===== config.mk =====
export PLATFORM = sky130hd
export DESIGN_NAME = array_table_engine
export DESIGN_NICKNAME = d
export VERILOG_FILES = /design/src/hw/rtl/ate_pkg.sv /design/src/hw/rtl/ate_dp.sv /design/src/hw/rtl/ate_ctrl.sv /design/src/hw/rtl/array_table_engine.sv
export SDC_FILE = /design/constraint.sdc
export NUM_CORES = 1
export LEC_CHECK = 0
export BUFFER_PORTS_ARGS = -buffer_cell sky130_fd_sc_hd__buf_2
export CORE_MARGIN = 3
export CORE_UTILIZATION = 50
export CTS_CLUSTER_SIZE = 8
export DETAILED_ROUTE_END_ITERATION = 8
export GPL_TIMING_DRIVEN = 1
export PLACE_DENSITY_LB_ADDON = 0.2
export SETUP_SLACK_MARGIN = 0.4
export SYNTH_ARGS = -nofsm -noshare
export SYNTH_HDL_FRONTEND = slang
export SYNTH_SLANG_ARGS = --single-unit
export TNS_END_PERCENT = 20

===== constraint.sdc =====
create_clock -name clk_i -period 4.5 [get_ports clk_i]
set_clock_uncertainty 0.2 [all_clocks]
set_input_delay 0.675 -clock clk_i [delete_from_list [all_inputs] [get_ports clk_i]]
set_output_delay 0.675 -clock clk_i [all_outputs]
set_load 0.01 [all_outputs]

===== src/hw/rtl/ate_pkg.sv =====
package ate_pkg;

  typedef enum logic [3:0] {
    FN_APPEND    = 4'd0,
    FN_INSERT    = 4'd1,
    FN_DELETE    = 4'd2,
    FN_GET       = 4'd3,
    FN_SET       = 4'd4,
    FN_SEARCH    = 4'd5,
    FN_TRANSPOSE = 4'd6,
    FN_TO_HEAD   = 4'd7,
    FN_BSEARCH   = 4'd8,
    FN_MAX       = 4'd9,
    FN_MIN       = 4'd10,
    FN_SUM       = 4'd11
  } func_e;

  typedef enum logic [2:0] {
    STAT_OK    = 3'd0,
    STAT_RANGE = 3'd1,
    STAT_FULL  = 3'd2,
    STAT_MISS  = 3'd3,
    STAT_EMPTY = 3'd4
  } status_e;

  typedef enum logic [2:0] {
    INIT_NONE,
    INIT_DOWN,
    INIT_IDX_CNT,
    INIT_IDX_IDX,
    INIT_ALL,
    INIT_BS
  } init_e;

  typedef enum logic [2:0] {
    WR_NONE,
    WR_TAIL,
    WR_IDX,
    WR_SW1,
    WR_SW2
  } wr_e;

  typedef struct packed {
    logic    load;
    init_e   init;
    logic    issue;
    logic    bs_issue;
    wr_e     wr;
    logic    cnt_inc;
    logic    cnt_dec;
    logic    finish;
    status_e code;
  } dp_cmd_t;

  typedef struct packed {
    func_e func;
    logic  full;
    logic  idx_gt;
    logic  idx_ge;
    logic  idx_eq;
    logic  empty;
    logic  last;
    logic  hit;
    logic  found;
    logic  pos_zero;
    logic  bs_open;
  } dp_stat_t;

endpackage


===== src/hw/rtl/ate_dp.sv =====
module ate_dp #(
  parameter int DEPTH = 16
) (
  input  logic              clk_i,
  input  logic              rst_ni,
  input  logic              cfg_we_i,
  input  logic [4:0]        cfg_wdata_i,
  input  logic [3:0]        in_func_i,
  input  logic [4:0]        in_index_i,
  input  logic [31:0]       in_value_i,
  input  ate_pkg::dp_cmd_t  cmd_i,
  output ate_pkg::dp_stat_t stat_o,
  output logic [2:0]        out_status_o,
  output logic [3:0]        out_position_o,
  output logic [35:0]       out_data_o,
  output logic [4:0]        out_count_o
);
  import ate_pkg::*;

  localparam int AW = $clog2(DEPTH);
  localparam int IW = (AW > 5) ? AW : 5;

  logic [31:0] mem [DEPTH];

  logic [4:0]  cap_q, cnt_q, cnt_d;
  logic        rv_q, found_q, found_d;
  func_e       func_q;
  logic [4:0]  idx_q, ptr_q, end_q, ra_q, pos_q;
  logic        down_q;
  logic [31:0] val_q, rd_q, prev_q, head_q;
  logic [35:0] acc_q;
  logic [5:0]  lo_q, hi_q;

  logic [6:0]    bs_sum;
  logic [4:0]    mid, rd_sel, wa;
  logic [IW-1:0] rd_ext, wr_ext;
  logic [AW-1:0] rd_addr, wr_addr;
  logic          rd_en, we, shift_we, match, is_search, hit, full;
  logic [31:0]   wd;
  logic [35:0]   rd_sx;

  assign bs_sum    = {lo_q[5], lo_q} + {hi_q[5], hi_q};
  assign mid       = bs_sum[5:1];
  assign rd_en     = cmd_i.issue | cmd_i.bs_issue;
  assign rd_sel    = cmd_i.issue ? ptr_q : mid;
  assign rd_ext    = IW'(rd_sel);
  assign rd_addr   = rd_ext[AW-1:0];
  assign rd_sx     = {{4{rd_q[31]}}, rd_q};
  assign match     = (rd_q == val_q);
  assign is_search = (func_q inside {FN_SEARCH, FN_TRANSPOSE, FN_TO_HEAD, FN_BSEARCH});
  assign hit       = rv_q && is_search && !found_q && match;
  assign full      = (cnt_q >= cap_q) || (32'(cnt_q) >= 32'(DEPTH));

  always_comb begin
    shift_we = 1'b0;
    wa       = ra_q;
    wd       = rd_q;
    if (rv_q && func_q == FN_INSERT) begin
      shift_we = 1'b1;
      wa       = ra_q + 5'd1;
    end else if (rv_q && func_q == FN_DELETE && ra_q != idx_q) begin
      shift_we = 1'b1;
      wa       = ra_q - 5'd1;
    end
    we = shift_we;
    case (cmd_i.wr)
      WR_TAIL: begin
        we = 1'b1;
        wa = cnt_q;
        wd = val_q;
      end
      WR_IDX: begin
        we = 1'b1;
        wa = idx_q;
        wd = val_q;
      end
      WR_SW1: begin
        we = 1'b1;
        wa = (func_q == FN_TRANSPOSE) ? pos_q - 5'd1 : 5'd0;
        wd = val_q;
      end
      WR_SW2: begin
        we = 1'b1;
        wa = pos_q;
        wd = (func_q == FN_TRANSPOSE) ? prev_q : head_q;
      end
      default: ;
    endcase
  end

  assign wr_ext  = IW'(wa);
  assign wr_addr = wr_ext[AW-1:0];

  always_ff @(posedge clk_i) begin
    if (we) begin
      mem[wr_addr] <= wd;
    end
    if (rd_en) begin
      rd_q <= mem[rd_addr];
    end
  end

  always_comb begin
    cnt_d = cnt_q;
    if (cmd_i.cnt_inc) begin
      cnt_d = cnt_q + 5'd1;
    end else if (cmd_i.cnt_dec) begin
      cnt_d = cnt_q - 5'd1;
    end
    found_d = found_q;
    if (cmd_i.load) begin
      found_d = 1'b0;
    end else if (hit) begin
      found_d = 1'b1;
    end
  end

  always_ff @(posedge clk_i or negedge rst_ni) begin
    if (!rst_ni) begin
      cap_q   <= 5'd16;
      cnt_q   <= '0;
      rv_q    <= 1'b0;
      found_q <= 1'b0;
    end else begin
      if (cfg_we_i) begin
        cap_q <= cfg_wdata_i;
      end
      cnt_q   <= cnt_d;
      rv_q    <= rd_en;
      found_q <= found_d;
    end
  end

  always_ff @(posedge clk_i) begin
    if (cmd_i.load) begin
      func_q <= func_e'(in_func_i);
      idx_q  <= in_index_i;
      val_q  <= in_value_i;
      acc_q  <= '0;
    end
    if (rd_en) begin
      ra_q <= rd_sel;
    end
    if (cmd_i.issue) begin
      ptr_q <= down_q ? ptr_q - 5'd1 : ptr_q + 5'd1;
    end
    unique case (cmd_i.init)
      INIT_DOWN: begin
        ptr_q  <= cnt_q - 5'd1;
        end_q  <= idx_q;
        down_q <= 1'b1;
      end
      INIT_IDX_CNT: begin
        ptr_q  <= idx_q;
        end_q  <= cnt_q - 5'd1;
        down_q <= 1'b0;
      end
      INIT_IDX_IDX: begin
        ptr_q  <= idx_q;
        end_q  <= idx_q;
        down_q <= 1'b0;
      end
      INIT_ALL: begin
        ptr_q  <= '0;
        end_q  <= cnt_q - 5'd1;
        down_q <= 1'b0;
      end
      INIT_BS: begin
        lo_q <= '0;
        hi_q <= {1'b0, cnt_q} - 6'd1;
      end
      default: ;
    endcase
    if (rv_q) begin
      case (func_q)
        FN_DELETE, FN_GET: begin
          if (ra_q == idx_q) begin
            acc_q <= rd_sx;
          end
        end
        FN_MAX: begin
          if (ra_q == 5'd0 || $signed(rd_q) > $signed(acc_q[31:0])) begin
            acc_q <= rd_sx;
          end
        end
        FN_MIN: begin
          if (ra_q == 5'd0 || $signed(rd_q) < $signed(acc_q[31:0])) begin
            acc_q <= rd_sx;
          end
        end
        FN_SUM: begin
          acc_q <= (ra_q == 5'd0) ? rd_sx : acc_q + rd_sx;
        end
        FN_SEARCH, FN_TRANSPOSE, FN_TO_HEAD: begin
          if (ra_q == 5'd0) begin
            head_q <= rd_q;
          end
          if (!found_q) begin
            if (match) begin
              pos_q <= ra_q;
            end else begin
              prev_q <= rd_q;
            end
          end
        end
        FN_BSEARCH: begin
          if (match) begin
            pos_q <= ra_q;
          end else if ($signed(val_q) < $signed(rd_q)) begin
            hi_q <= {1'b0, ra_q} - 6'd1;
          end else begin
            lo_q <= {1'b0, ra_q} + 6'd1;
          end
        end
        default: ;
      endcase
    end
    if (cmd_i.finish) begin
      out_status_o   <= cmd_i.code;
      out_position_o <= (cmd_i.code == STAT_OK && found_q) ? pos_q[3:0] : 4'd0;
      out_data_o     <= (cmd_i.code == STAT_OK &&
                         (func_q inside {FN_DELETE, FN_GET, FN_MAX, FN_MIN, FN_SUM}))
                        ? acc_q : 36'd0;
      out_count_o    <= cnt_q;
    end
  end

  always_comb begin
    stat_o.func     = func_q;
    stat_o.full     = full;
    stat_o.idx_gt   = idx_q > cnt_q;
    stat_o.idx_ge   = idx_q >= cnt_q;
    stat_o.idx_eq   = idx_q == cnt_q;
    stat_o.empty    = cnt_q == 5'd0;
    stat_o.last     = ptr_q == end_q;
    stat_o.hit      = hit;
    stat_o.found    = found_q;
    stat_o.pos_zero = pos_q == 5'd0;
    stat_o.bs_open  = $signed(lo_q) <= $signed(hi_q);
  end

  a_cnt_one_way: assert property (@(posedge clk_i) disable iff (!rst_ni)
    !(cmd_i.cnt_inc && cmd_i.cnt_dec))
    else $error("fill count moved both ways");

  a_wr_excl: assert property (@(posedge clk_i) disable iff (!rst_ni)
    shift_we |-> cmd_i.wr == WR_NONE)
    else $error("shift write collides with command write");

  a_hit_sticks: assert property (@(posedge clk_i) disable iff (!rst_ni)
    hit && !cmd_i.load |=> found_q)
    else $error("hit not recorded");

  a_grow_room: assert property (@(posedge clk_i) disable iff (!rst_ni)
    cmd_i.cnt_inc |-> !full)
    else $error("growth past capacity");

endmodule


===== src/hw/rtl/ate_ctrl.sv =====
module ate_ctrl (
  input  logic              clk_i,
  input  logic              rst_ni,
  input  logic              in_valid_i,
  output logic              in_ready_o,
  output logic              out_valid_o,
  input  logic              out_ready_i,
  input  ate_pkg::dp_stat_t stat_i,
  output ate_pkg::dp_cmd_t  cmd_o
);
  import ate_pkg::*;

  typedef enum logic [3:0] {
    ST_IDLE,
    ST_CHECK,
    ST_WALK,
    ST_DRAIN,
    ST_POST,
    ST_BS_RD,
    ST_BS_CMP,
    ST_INS_WR,
    ST_SWAP1,
    ST_SWAP2,
    ST_FINISH
  } state_e;

  state_e  state_q, state_d;
  status_e code_q, code_d;
  logic    out_valid_q, out_valid_d;

  always_comb begin
    cmd_o   = '0;
    state_d = state_q;
    code_d  = code_q;
    unique case (state_q)
      ST_IDLE: begin
        if (in_valid_i) begin
          cmd_o.load = 1'b1;
          state_d    = ST_CHECK;
        end
      end
      ST_CHECK: begin
        code_d  = STAT_OK;
        state_d = ST_FINISH;
        unique case (stat_i.func)
          FN_APPEND: begin
            if (stat_i.full) begin
              code_d = STAT_FULL;
            end else begin
              cmd_o.wr      = WR_TAIL;
              cmd_o.cnt_inc = 1'b1;
            end
          end
          FN_INSERT: begin
            if (stat_i.idx_gt) begin
              code_d = STAT_RANGE;
            end else if (stat_i.full) begin
              code_d = STAT_FULL;
            end else if (stat_i.idx_eq) begin
              cmd_o.wr      = WR_IDX;
              cmd_o.cnt_inc = 1'b1;
            end else begin
              cmd_o.init = INIT_DOWN;
              state_d    = ST_WALK;
            end
          end
          FN_DELETE: begin
            if (stat_i.idx_ge) begin
              code_d = STAT_RANGE;
            end else begin
              cmd_o.init = INIT_IDX_CNT;
              state_d    = ST_WALK;
            end
          end
          FN_GET: begin
            if (stat_i.idx_ge) begin
              code_d = STAT_RANGE;
            end else begin
              cmd_o.init = INIT_IDX_IDX;
              state_d    = ST_WALK;
            end
          end
          FN_SET: begin
            if (stat_i.idx_ge) begin
              code_d = STAT_RANGE;
            end else begin
              cmd_o.wr = WR_IDX;
            end
          end
          FN_SEARCH, FN_TRANSPOSE, FN_TO_HEAD: begin
            if (stat_i.empty) begin
              code_d = STAT_MISS;
            end else begin
              cmd_o.init = INIT_ALL;
              state_d    = ST_WALK;
            end
          end
          FN_BSEARCH: begin
            if (stat_i.empty) begin
              code_d = STAT_MISS;
            end else begin
              cmd_o.init = INIT_BS;
              state_d    = ST_BS_RD;
            end
          end
          FN_MAX, FN_MIN: begin
            if (stat_i.empty) begin
              code_d = STAT_EMPTY;
            end else begin
              cmd_o.init = INIT_ALL;
              state_d    = ST_WALK;
            end
          end
          FN_SUM: begin
            if (!stat_i.empty) begin
              cmd_o.init = INIT_ALL;
              state_d    = ST_WALK;
            end
          end
          default: ;
        endcase
      end
      ST_WALK: begin
        if (stat_i.hit) begin
          state_d = ST_DRAIN;
        end else begin
          cmd_o.issue = 1'b1;
          if (stat_i.last) begin
            state_d = ST_DRAIN;
          end
        end
      end
      ST_DRAIN: begin
        state_d = ST_POST;
      end
      ST_POST: begin
        state_d = ST_FINISH;
        case (stat_i.func)
          FN_DELETE: cmd_o.cnt_dec = 1'b1;
          FN_INSERT: state_d = ST_INS_WR;
          FN_SEARCH, FN_TRANSPOSE, FN_TO_HEAD: begin
            if (!stat_i.found) begin
              code_d = STAT_MISS;
            end else if ((stat_i.func == FN_TRANSPOSE && !stat_i.pos_zero) ||
                         stat_i.func == FN_TO_HEAD) begin
              state_d = ST_SWAP1;
            end
          end
          default: ;
        endcase
      end
      ST_BS_RD: begin
        if (!stat_i.bs_open) begin
          code_d  = STAT_MISS;
          state_d = ST_FINISH;
        end else begin
          cmd_o.bs_issue = 1'b1;
          state_d        = ST_BS_CMP;
        end
      end
      ST_BS_CMP: begin
        state_d = stat_i.hit ? ST_FINISH : ST_BS_RD;
      end
      ST_INS_WR: begin
        cmd_o.wr      = WR_IDX;
        cmd_o.cnt_inc = 1'b1;
        state_d       = ST_FINISH;
      end
      ST_SWAP1: begin
        cmd_o.wr = WR_SW1;
        state_d  = ST_SWAP2;
      end
      ST_SWAP2: begin
        cmd_o.wr = WR_SW2;
        state_d  = ST_FINISH;
      end
      ST_FINISH: begin
        if (!out_valid_q || out_ready_i) begin
          cmd_o.finish = 1'b1;
          state_d      = ST_IDLE;
        end
      end
      default: state_d = ST_IDLE;
    endcase
    cmd_o.code = code_q;
    if (cmd_o.finish) begin
      out_valid_d = 1'b1;
    end else if (out_ready_i) begin
      out_valid_d = 1'b0;
    end else begin
      out_valid_d = out_valid_q;
    end
  end

  always_ff @(posedge clk_i or negedge rst_ni) begin
    if (!rst_ni) begin
      state_q     <= ST_IDLE;
      code_q      <= STAT_OK;
      out_valid_q <= 1'b0;
    end else begin
      state_q     <= state_d;
      code_q      <= code_d;
      out_valid_q <= out_valid_d;
    end
  end

  assign in_ready_o  = (state_q == ST_IDLE);
  assign out_valid_o = out_valid_q;

  a_fin_room: assert property (@(posedge clk_i) disable iff (!rst_ni)
    cmd_o.finish |-> (!out_valid_q || out_ready_i))
    else $error("result overwritten before transfer");

  a_load_idle: assert property (@(posedge clk_i) disable iff (!rst_ni)
    cmd_o.load |=> state_q == ST_CHECK)
    else $error("request not checked after load");

  a_walk_bound: assert property (@(posedge clk_i) disable iff (!rst_ni)
    (state_q == ST_WALK && stat_i.last && !stat_i.hit) |=> state_q == ST_DRAIN)
    else $error("walk ran past its end");

endmodule


===== src/hw/rtl/array_table_engine.sv =====
// Append, set and rejected requests go from the check straight to the result.
// Walks read one entry per cycle, and a search walk stops once it hits; insert adds the
// write of the new value after its walk, and a transpose or move-to-head adds a swap.
// Binary search alternates a read and a compare for each probe until a hit or a miss.
// One request in work at a time; the next is taken only once the last result is registered.
// Reset clears the fill count and restores capacity to 16; entries are not cleared.
module array_table_engine #(
  parameter int DEPTH = 16
) (
  input  logic        clk_i,
  input  logic        rst_ni,
  input  logic        cfg_we_i,
  input  logic [4:0]  cfg_wdata_i,
  input  logic        s_axis_tvalid,
  output logic        s_axis_tready,
  input  logic [39:0] s_axis_tdata,  // index[4:0], value[36:5], zero[39:37]
  input  logic [3:0]  s_axis_tuser,  // func[3:0]
  output logic        m_axis_tvalid,
  input  logic        m_axis_tready,
  output logic [47:0] m_axis_tdata,  // position[3:0], data[39:4], count[44:40], zero[47:45]
  output logic [2:0]  m_axis_tuser   // status[2:0]
);
  import ate_pkg::*;

  dp_cmd_t     cmd;
  dp_stat_t    stat;
  logic [3:0]  position;
  logic [35:0] data;
  logic [4:0]  count;

  ate_ctrl u_ctrl (
    .clk_i       (clk_i),
    .rst_ni      (rst_ni),
    .in_valid_i  (s_axis_tvalid),
    .in_ready_o  (s_axis_tready),
    .out_valid_o (m_axis_tvalid),
    .out_ready_i (m_axis_tready),
    .stat_i      (stat),
    .cmd_o       (cmd)
  );

  ate_dp #(
    .DEPTH (DEPTH)
  ) u_dp (
    .clk_i          (clk_i),
    .rst_ni         (rst_ni),
    .cfg_we_i       (cfg_we_i),
    .cfg_wdata_i    (cfg_wdata_i),
    .in_func_i      (s_axis_tuser),
    .in_index_i     (s_axis_tdata[4:0]),
    .in_value_i     (s_axis_tdata[36:5]),
    .cmd_i          (cmd),
    .stat_o         (stat),
    .out_status_o   (m_axis_tuser),
    .out_position_o (position),
    .out_data_o     (data),
    .out_count_o    (count)
  );

  assign m_axis_tdata = {3'b000, count, data, position};

endmodule


# Word-level counts from Yosys, hierarchy flattened

Memories as Yosys holds them, arrays and structs flattened. A register that Yosys moved wholly into a read port is not among the register bits.
Cells that the tools add are included.

Add/subtract/negate cells: 12
$mul: 0
Div/mod/pow operators: 0
Order comparisons: 8
Equality and inequality tests: 42
Shifts and indexed selects: 0
Multiplexer cells: 97
Bitwise operators: 3
Reduce and logical (&&, ||, !) cells: 51

Operators by type and width:

| kind                                                                   | count |
|---|---|
| 36-bit two-way mux                                                     | 6 |
| 36-bit case mux with 4 select lines                                    | 1 |
| 4-bit two-way mux                                                      | 17 |
| 32-bit < comparator                                                    | 2 |
| 32-bit case mux with 2 select lines                                    | 1 |
| 6-bit two-way mux                                                      | 10 |
| 4-bit case mux with 10 select lines                                    | 1 |
| 36-bit adder                                                           | 1 |
| 5-bit two-way mux                                                      | 7 |
| 3-bit two-way mux                                                      | 11 |
| 32-bit equality test                                                   | 1 |
| 4-bit by 3-bit equality test with 1-bit output (second input constant) | 8 |
| 32-bit greater-than comparator                                         | 1 |
| 32-bit two-way mux                                                     | 1 |
| 4-bit case mux with 4 select lines                                     | 2 |
| 3-bit case mux with 5 select lines                                     | 2 |
| 4-bit equality test (second input constant)                            | 7 |
| 1-bit two-way mux                                                      | 21 |
| 5-bit case mux with 2 select lines                                     | 2 |
| 3-bit case mux with 3 select lines                                     | 2 |
| 4-bit by 2-bit equality test with 1-bit output (second input constant) | 4 |
| 5-bit equality test                                                    | 3 |
| 5-bit logical NOT                                                      | 3 |
| 5-bit case mux with 3 select lines                                     | 1 |
| other kinds (40)                                                       | 98 |

Register bits after elaboration: 242
Bits in latches: 0
Bits in writable memories: 512
ROM bits: 0
Input port bits: 54
Output and inout port bits: 53
Word-level logic and storage cells: 238
Memories: 1

Memories:

| name     | depth | width | read ports | clocked after Yosys merged registers in | wr ports | RTL line     | text |
|---|---|---|---|---|---|---|---|
| u_dp.mem | 16    | 32    | 1          | 1                                       | 1        | ate_dp.sv:23 | `logic [31:0] mem [DEPTH];` |

# Longest topological paths before layout

Gate-level depths: netlist of the first run.

Word-level depth: 12
Gate-level depth with buffers: 16
Mapped depth without buffers: 12

# Hierarchy

Synthesis of the first run repeated with hierarchy kept, for this count alone.

Cells, all modules: 3213
Area, all modules: 36754.0 um^2

By module, submodules not included:

| module             | instances | cells an instance | area each (um^2) | sequential area each (um^2) |
|---|---|---|---|---|
| ate_dp             | 1         | 3078              | 35740.5          | 22823.1 |
| ate_ctrl           | 1         | 131               | 987.2            | 200.2 |
| array_table_engine | 1         | 4                 | 26.3             | 0.0 |

# Worst setup path after synthesis of the first run

Ideal clock, no wire load.

Kind: reg2reg
Start: reg u_dp.cnt_q[0]
End: mem u_dp.mem[4][0] (enable)
Library setup time: 421 ps
Data arrival time: 4325 ps
Data required time: 3879 ps
Slack: -446 ps
Stages on the path, launching flop included: 15
Buffers on the path: 2
Period minus slack after synthesis: 4946 ps
Path through: dfrtp_1 > clkbuf_1 > inv_1 > ha_1 > nand2b_1 > a21o_1 > a21o_1 > a31oi_1 > nand3_1 > a21oi_1 > nor2_1 > clkbuf_1 > a221oi_1 > nand2_1 > nor2_1

Cells in the longest elaborated chain, start to end: 11
Elaborated cells between the ends (all ways): 22
Those cells by class: 4 x order compare; 5 x eq/ne; 11 x mux; 2 x reduce/logical

RTL lines:

| element                                                                      | RTL line                     | text |
|---|---|---|
| from (decl)                                                                  | ate_dp.sv:25                 | `logic [4:0] cap_q, cnt_q, cnt_d;` |
| from (signal assigned)                                                       | ate_dp.sv:128                | `cnt_q <= cnt_d;` |
| 5-bit greater-or-equal comparator or 5-bit equality test (tied branches)     | ate_dp.sv:52, ate_dp.sv:233  |  |
| 1-bit logical OR or 3-bit two-way mux (tied branches)                        | ate_dp.sv:52, ate_ctrl.sv:59 |  |
| 4-bit two-way mux                                                            | ate_ctrl.sv:57               | `end else if (stat_i.full) begin` |
| 4-bit two-way mux                                                            | ate_ctrl.sv:55               | `if (stat_i.idx_gt) begin` |
| 3-bit case mux with 3 select lines                                           | ate_ctrl.sv:45               | `unique case (stat_i.func)` |
| 3-bit case mux with 4 select lines                                           | ate_ctrl.sv:35               | `unique case (state_q)` |
| 3-bit by 1-bit equality test with 1-bit output, or another cell as far along | ate_dp.sv:66                 | `case (cmd_i.wr)` |
| 4-bit OR reduction (no line)                                                 | n/a                          |  |
| 1-bit two-way mux                                                            | ate_dp.sv:66                 |  |
| 1-bit two-way mux                                                            | ate_dp.sv:95                 | `if (we) begin` |
| 1-bit two-way mux (implied by the code)                                      | ate_dp.sv:96                 | `mem[wr_addr] <= wd;` |
| to (decl)                                                                    | ate_dp.sv:23                 |  |

Several ways; a longest one is shown, not always the timed one.

# Worst setup path in the final report of the first run

Start: reg u_dp.rd_q[26], read port of u_dp.mem
End: reg u_dp.rd_q[2], read port of u_dp.mem, data pin

Cells in the longest elaborated chain, start to end: 5
Elaborated cells between the ends (all ways): 6
Those cells by class: 1 x eq/ne; 3 x mux; 1 x bitwise; 1 x reduce/logical

RTL lines:

| element                                               | RTL line                   | text |
|---|---|---|
| from (decl)                                           | ate_dp.sv:30               | `logic [31:0] val_q, rd_q, prev_q, head_q;` |
| 32-bit equality test (*)                              | ate_dp.sv:49               | `assign match = (rd_q == val_q);` |
| 1-bit logical AND (*)                                 | ate_dp.sv:51               | `assign hit = rv_q && is_search && !found_q && match;` |
| 1-bit two-way mux (*)                                 | ate_ctrl.sv:124            | `if (stat_i.hit) begin` |
| 1-bit two-way mux (*)                                 | ate_ctrl.sv:35             |  |
| 5-bit two-way mux or 1-bit bitwise OR (tied branches) | ate_dp.sv:45, ate_dp.sv:44 |  |

Mark *: on every way between the ends. The rest lies on a longest branch, timed or not.
A chain may end at the register's enable or synchronous reset.

==> results_dict.tcl, run 1 <==
set metrics [dict create \
    syn_area_per_cell_sq_um 14.41 \
    violations "design-rule violations" \
    period_minus_slack_ps 4496 \
    grt_usage_pct 25.03 \
    startpoint_type "flip-flop" \
    numCtsBuffers 108 \
    finish.instance_area_sq_mm 0.04410 \
    yosysWarnings 0 \
    wl_met1_mm 42.25 \
    die_x_um 277.9 \
    power_density_mw_per_mm2 873.0 \
    clock_path_buffers 3 \
    dr_wl_met3_mm 6.171 \
    period_share_pct 99.90 \
    finalHoldViolCount 0 \
    ant_nets 0 \
    area.growth.synth_to_final_pct 19.34 \
    rsz0062_at_grt "yes" \
    wl_per_cell_um 25.07 \
    cts_root_buf "clkbuf_16" \
    drcViolationCount 1 \
    path_class "reg -> reg" \
    fin_hold_ws_ps 39.51 \
    maxSlewHeadroom_pct 23.76 \
    critPathTopFamily "simple AND/OR/NAND/NOR gates" \
    worstHoldPathType "in -> reg" \
    die_h_um 277.9 \
    final_common_cell "edfxtp_1" \
    placed_area_sq_mm 0.03985 \
    vias_per_cell 6.033 \
    ir_drop_uv 625.8 \
    hpwl_mm 63.63 \
    drv_slew 0 \
    worstHoldStart "s_axis_tdata[33]" \
    layout_common_cells "718 x edfxtp_1, 153 x a21oi_1, 150 x nor2_1" \
    io-pin-count 107 \
    r2r_end "u_dp.rd_q[2]" \
    fmax_mhz 222.4 \
    synth_ff_type "edfxtp_1" \
    end_kind "flip-flop" \
    synth_edf_count 718 \
    maxCapViolations 0 \
    first_iter_violations 2233 \
    postSynth.asyncResetShare_pct 2.545 \
    row_count 99 \
    antenna_cells 0 \
    overflow 0 \
    grt_pass1_wl_mm 146.5 \
    outcome "finished with violations" \
    wl_met2_mm 46.99 \
    grt_pass1_vias 23540 \
    p_sw_mw 14.56 \
    r2r-start "u_dp.rd_q[26]" \
    swShare_pct 37.81 \
    clock_sink_count 786 \
    reg2reg_depth 18 \
    cts.clk_slew.worst_paths_ps 50 \
    sequentialPowerShare_pct 30.0 \
    port_buffers 100 \
    crit_chain "inv_2, ha_4, nand3_2, or3_4, nor4_4, buf_4, nand2_4, or4b_4, nand4b_4, buf_6, mux2i_4, buf_6, buf_12, buf_16, buf_16, mux4_2, mux2i_1, mux2i_1" \
    vias 23570 \
    worstHoldPathCells 1 \
    seq_area_frac_synth_pct 62.30 \
    crit_fanout 7 \
    whs_endpoint "u_dp.val_q[28]" \
    critPathBufInv 7 \
    cts_tree "done" \
    synthDistinctLibCells 81 \
    clockPowerShare_pct 19.2 \
    die-area_sq_mm 0.07721 \
    syn_area_sq_mm 0.03695 \
    ys_seq_elements 786 \
    tightest_slew_ps 1140 \
    power.leakage_nw 16.23 \
    drt_wl_total_mm 97.95 \
    htreeDepth 3 \
    synth_cells 2565 \
    top_layer "met4" \
    drive_above_1_share_pct 22.22 \
    required_ps 4690 \
    insertion_delay_ps 680 \
    regToRegSetupSlack_ps 4 \
    yosys.area.top_type "edfxtp_1" \
    crit_arrival_ps 4680 \
    internal_power_mw 23.94 \
    crit_path_top_delay_cell "or4b_4" \
    p_comb_share_pct 50.8 \
    setup_viol 0 \
    first_pass_iters 7 \
    grt_start_max_net_pins 45 \
    critPathMaxStageDelay_ps 520 \
    synthTopCellsByArea "edfxtp_1 58%, mux4_2 7.3%, ha_1 4.4%" \
    gp_routability_congestion 0.9003 \
    coreArea_sq_mm 0.07308 \
    nets 3080 \
    initial_core_util_pct 50.56 \
    synth_top_area_share_pct 58.34 \
    antenna_found_initial 0 \
]
## power by group through the flow
stage          Combinational (mW)  Clock, mW  Sequential (mW)
3_5_place_dp                 17.6          0             11.6
2_1_floorplan                12.5          0             11.3
6_report                     19.6       7.40             11.5
4_1_cts                      18.8       7.54             11.5
5_1_grt                      21.0       7.87             11.6
3_3_place_gp                 17.2          0             11.6
## layout make-up
type / instances / area (sq um)
Clock buffer: 159 / 2904
Clock inverter: 7 / 175.2
Fill cell: 5520 / 28980
Inverter: 128 / 480.5
Multi-Input combinational cell: 1522 / 13070
Sequential cell: 786 / 23020
Tap cell: 959 / 1200
Timing Repair Buffer: 346 / 3251
## what timing repair did
item                                    CTS  global route
hold buffers                             35             0
pin swaps                                 1             7
gates cloned                              7             5
gates resized for setup                  44            48
endpoints found under the setup margin  561           575
hold endpoints to repair                 53             0
setup buffers                             8             8
## through the flow
step                power [mW]  setup slack [ps]  std cells  setup TNS [ps]  util, %
CTS                      37.81            -7.379       3894          -13.34    59.80
finish                   38.50             4.360       3907               0    60.35
floorplan                23.86             109.7       2567               0        -
global route             40.51            -126.4       3907           -2396    60.35
detailed placement       29.23            -56.30       3678          -473.7    54.53
global placement         28.83            -9.059       3678          -11.38    54.53
## how the worst max path moves through the flow
stage	from	end	cells after the start
floorplan	u_dp.cnt_q[0]	u_dp.mem[13][0]	13
global route	u_dp.rd_q[26]	u_dp.rd_q[16]	14
finish	u_dp.rd_q[26]	u_dp.rd_q[2]	18
CTS	u_dp.rd_q[27]	u_dp.rd_q[28]	14
detailed placement	u_dp.rd_q[24]	u_dp.rd_q[2]	16
global placement	u_dp.rd_q[26]	u_dp.rd_q[5]	16
## flip-flops by register name, summed over array words and instances (netlist names), 3 cells and up
signal and count:
u_dp.hi_q 6, u_dp.out_count_o 5, u_dp.val_q 32, u_dp.end_q 5, u_dp.out_status_o 3, u_dp.prev_q 32
u_dp.rd_q 32, u_dp.idx_q 5, u_dp.out_position_o 4, u_dp.ra_q 5, u_dp.head_q 32, u_dp.pos_q 5
u_dp.out_data_o 36, u_dp.lo_q 6, u_dp.cap_q 5, u_dp.mem 512, u_dp.acc_q 36, u_ctrl.state_q 4
u_dp.cnt_q 5, u_dp.func_q 4, u_dp.ptr_q 5, u_ctrl.code_q 3
## metal layers
metal	vias up	track usage (%)
li1	10560	-
met1	11900	35.33
met2	932	40.69
met3	171	3.459
met4	0	7.757
met5	-	0
## synth_stat cells (all sizes together) (10+ instances only)
| master | instances |
|---|---|
| nand4 | 19 |
| nand2b | 24 |
| nand2 | 107 |
| edfxtp | 718 |
| dfrtp | 19 |
| xnor2 | 48 |
| nor2 | 170 |
| nand3 | 40 |
| buf | 52 |
| a31oi | 16 |
| a21oi | 157 |
| xor2 | 16 |
| o21a | 17 |
| dfxtp | 48 |
| o21ai | 131 |
| a22oi | 42 |
| nor3 | 26 |
| inv | 128 |
| a2bb2oi | 11 |
| a21o | 15 |
| o221ai | 21 |
| a211oi | 11 |
| o31ai | 10 |
| ha | 131 |
| a221oi | 14 |
| clkbuf | 79 |
| and2 | 51 |
| mux4 | 128 |
| o211ai | 10 |
| nor2b | 28 |
| nor4 | 14 |
| mux2i | 150 |
## logic make-up (layout without fill, tap and decap cells)
logic type	Yosys count	after routing	synth area share [%]
XOR/XNOR	64	64	1.517
other	1	3	0.01015
AO/OA/AOI/OAI	519	519	9.010
adder cells (fa/ha/maj)	134	134	4.598
AND/OR/NAND/NOR	520	520	6.887
multiplexers	282	282	12.08
buffers and inverters	259	640	3.599
flip-flops	786	786	62.30
No activity file was read; power rests on OpenSTA's default activity.
==> inputs of run 2 (changes only) <==
--- a/config.mk
+++ b/config.mk
@@ -12,7 +12,6 @@
 export DETAILED_ROUTE_END_ITERATION = 8
 export GPL_TIMING_DRIVEN = 1
 export PLACE_DENSITY_LB_ADDON = 0.2
-export SETUP_SLACK_MARGIN = 0.4
 export SYNTH_ARGS = -nofsm -noshare
 export SYNTH_HDL_FRONTEND = slang
 export SYNTH_SLANG_ARGS = --single-unit
==> results_dict.tcl, run 2 (synthesis results as in run 1) <==
set metrics [dict create \
    outcome "finished with violations" \
    violations "negative setup slack" \
    maxSlewHeadroom_pct 22.02 \
    fmax_mhz 221.5 \
    required_ps 4670 \
    crit_fanout 7 \
    crit_arrival_ps 4680 \
    met3_usage_pct 3.383 \
    numCtsBuffers 108 \
    period_share_pct 100.3 \
    clock_path_buffers 3 \
    drive_above_1_share_pct 22.42 \
    period_minus_slack_ps 4515 \
    placed_area_sq_mm 0.04011 \
    coreArea_sq_mm 0.07308 \
    layout_setup_ws_ps -15.04 \
    grt_usage_pct 25.34 \
    drt_wl_total_mm 99.09 \
    insertion_delay_ps 660 \
    crit_chain "inv_2, ha_4, nand2_2, or3_4, nor4_4, buf_4, nand2_4, or4b_4, nand4b_4, buf_12, mux2i_4, buf_12, buf_16, buf_12, mux4_2, mux2i_2, mux2i_2" \
    end_kind "flip-flop" \
    cts_root_buf "clkbuf_16" \
    tightest_slew_ps 1166 \
    drcViolationCount 0 \
    die-area_sq_mm 0.07721 \
    crit_path_top_delay_cell "or4b_4" \
    critPathMaxStageDelay_ps 540 \
    grt_start_max_net_pins 45 \
    antenna_found_initial 0 \
    wl_per_cell_um 25.32 \
    die_x_um 277.9 \
    groute.layer.met2.usage_pct 40.96 \
    ant_nets 0 \
    first_iter_violations 2191 \
    crit_path_frequent_cell "buf_12" \
    vias 23730 \
    maxCapViolations 0 \
    clock_sink_count 786 \
    largest_reg_flops 512 \
    finish.instance_area_sq_mm 0.04424 \
    fill_cells 5455 \
    tns_ps -18.66 \
    die_h_um 277.9 \
    initial_core_util_pct 50.56 \
    drv_slew 0 \
    worstHoldPathType "in -> reg" \
    grt_pass1_wl_mm 148.5 \
    setup_viol 2 \
    layout_common_cells "718 x edfxtp_1, 155 x a21oi_1, 155 x buf_4" \
    seqCellArea_sq_mm 0.02302 \
    final_common_cell "edfxtp_1" \
    finalHoldViolCount 0 \
    busiest_layer "met2" \
    gp_routability_congestion 0.9150 \
    grt_pass1_vias 23920 \
    multiInputGateArea_sq_mm 0.01305 \
    first_pass_iters 6 \
    power.leakage_nw 16.29 \
    path_class "reg -> reg" \
    largest_register "u_dp.mem" \
    hpwl_mm 65.07 \
    rsz0062_at_grt "yes" \
    vias_per_cell 6.064 \
    power_density_mw_per_mm2 881.5 \
    area.growth.synth_to_final_pct 19.73 \
    cts_tree "done" \
    cts.clk_slew.worst_paths_ps 50 \
    reg_top3 "u_dp.mem: 512 flops, u_dp.acc_q: 36 flops, u_dp.out_data_o: 36 flops" \
    overflow 0 \
    nets 3098 \
    io-pin-count 107 \
    port_buffers 100 \
    row_count 99 \
    met1_usage_pct 36.16 \
    startpoint_type "flip-flop" \
    htreeDepth 3 \
    ir_drop_uv 596.4 \
]
run 2: changes by cell type in the layout (fill, tap and decap cells not counted), moves of 3 or more:
cell	before	now
clkbuf_1	50	37
buf_12	35	45
mux2i_1	143	135
mux2i_2	5	12
buf_4	149	155
ha_2	6	0
buf_16	11	7
nand2b_1	20	24
clkbuf_16	113	116
ha_1	120	123
ha_4	5	8
nand2b_2	3	0
run 2: where the power goes:
part / internal [mW] / switching (mW)
clock: 4.36 / 3.00
combinational: 9.19 / 11.0
sequential: 10.6 / 0.843
total: 24.2 / 14.8
run 2: metrics by stage:
stage	std cells	utilization, %	setup WS [ps]	hold WS [ps]	power [mW]
floorplan	2567	-	-446.3	179.4	23.79
global placement	3699	54.88	-135.8	276.6	29.37
detailed placement	3699	54.88	-136.4	279.9	29.75
CTS	3901	59.94	-74.05	6.695	38.10
global route	3912	60.54	-124.2	19.68	41.09
finish	3913	60.54	-15.04	38.50	39.00
run 2: per-layer routing:
metal	wire, um	part of all wire [%]
met1	42590	43
met2	47250	48
met3	6744	6.8
met4	2503	2.5
met5	0	0
run 2: path summary, 6_finish.rpt:
path                                 start  depth (start not counted)  slack, ps             to
max                          u_dp.rd_q[24]                         17        -20  u_dp.rd_q[28]
min                        s_axis_tdata[7]                          1         40  u_dp.val_q[2]
max reg2reg                  u_dp.rd_q[24]                         17        -20  u_dp.rd_q[28]
min reg2reg                   u_dp.lo_q[0]                          2        290   u_dp.lo_q[0]
max in group asynchronous           rst_ni                          2       3420  u_dp.cap_q[4]
min in group asynchronous           rst_ni                          2        320  u_dp.cap_q[0]
run 2: worst max-delay path, delay by kind of cell, from the launching register on:
family,cells,cell delay (ps)
mux,4,880
flops,1,460
simple gates,6,1480
buf+inv,6,870
fa+ha+maj,1,270
run 2: cell type report:
type                       count  area share [%]
antenna                        1        0.005656
tap                          959           2.712
clock buffer                 146           6.453
timing repair buffer         363           7.845
inverter                     128           1.086
sequential                   786           52.04
clock inverter                 7          0.3733
multi-input combinational   1523           29.49
run 2: what timing repair did:
item	CTS	global route
gates resized for setup	27	58
gates cloned	5	8
setup endpoints to repair	391	283
pin swaps	7	3
endpoints found under the hold margin	52	0
buffers inserted	10	9
hold buffers	34	0
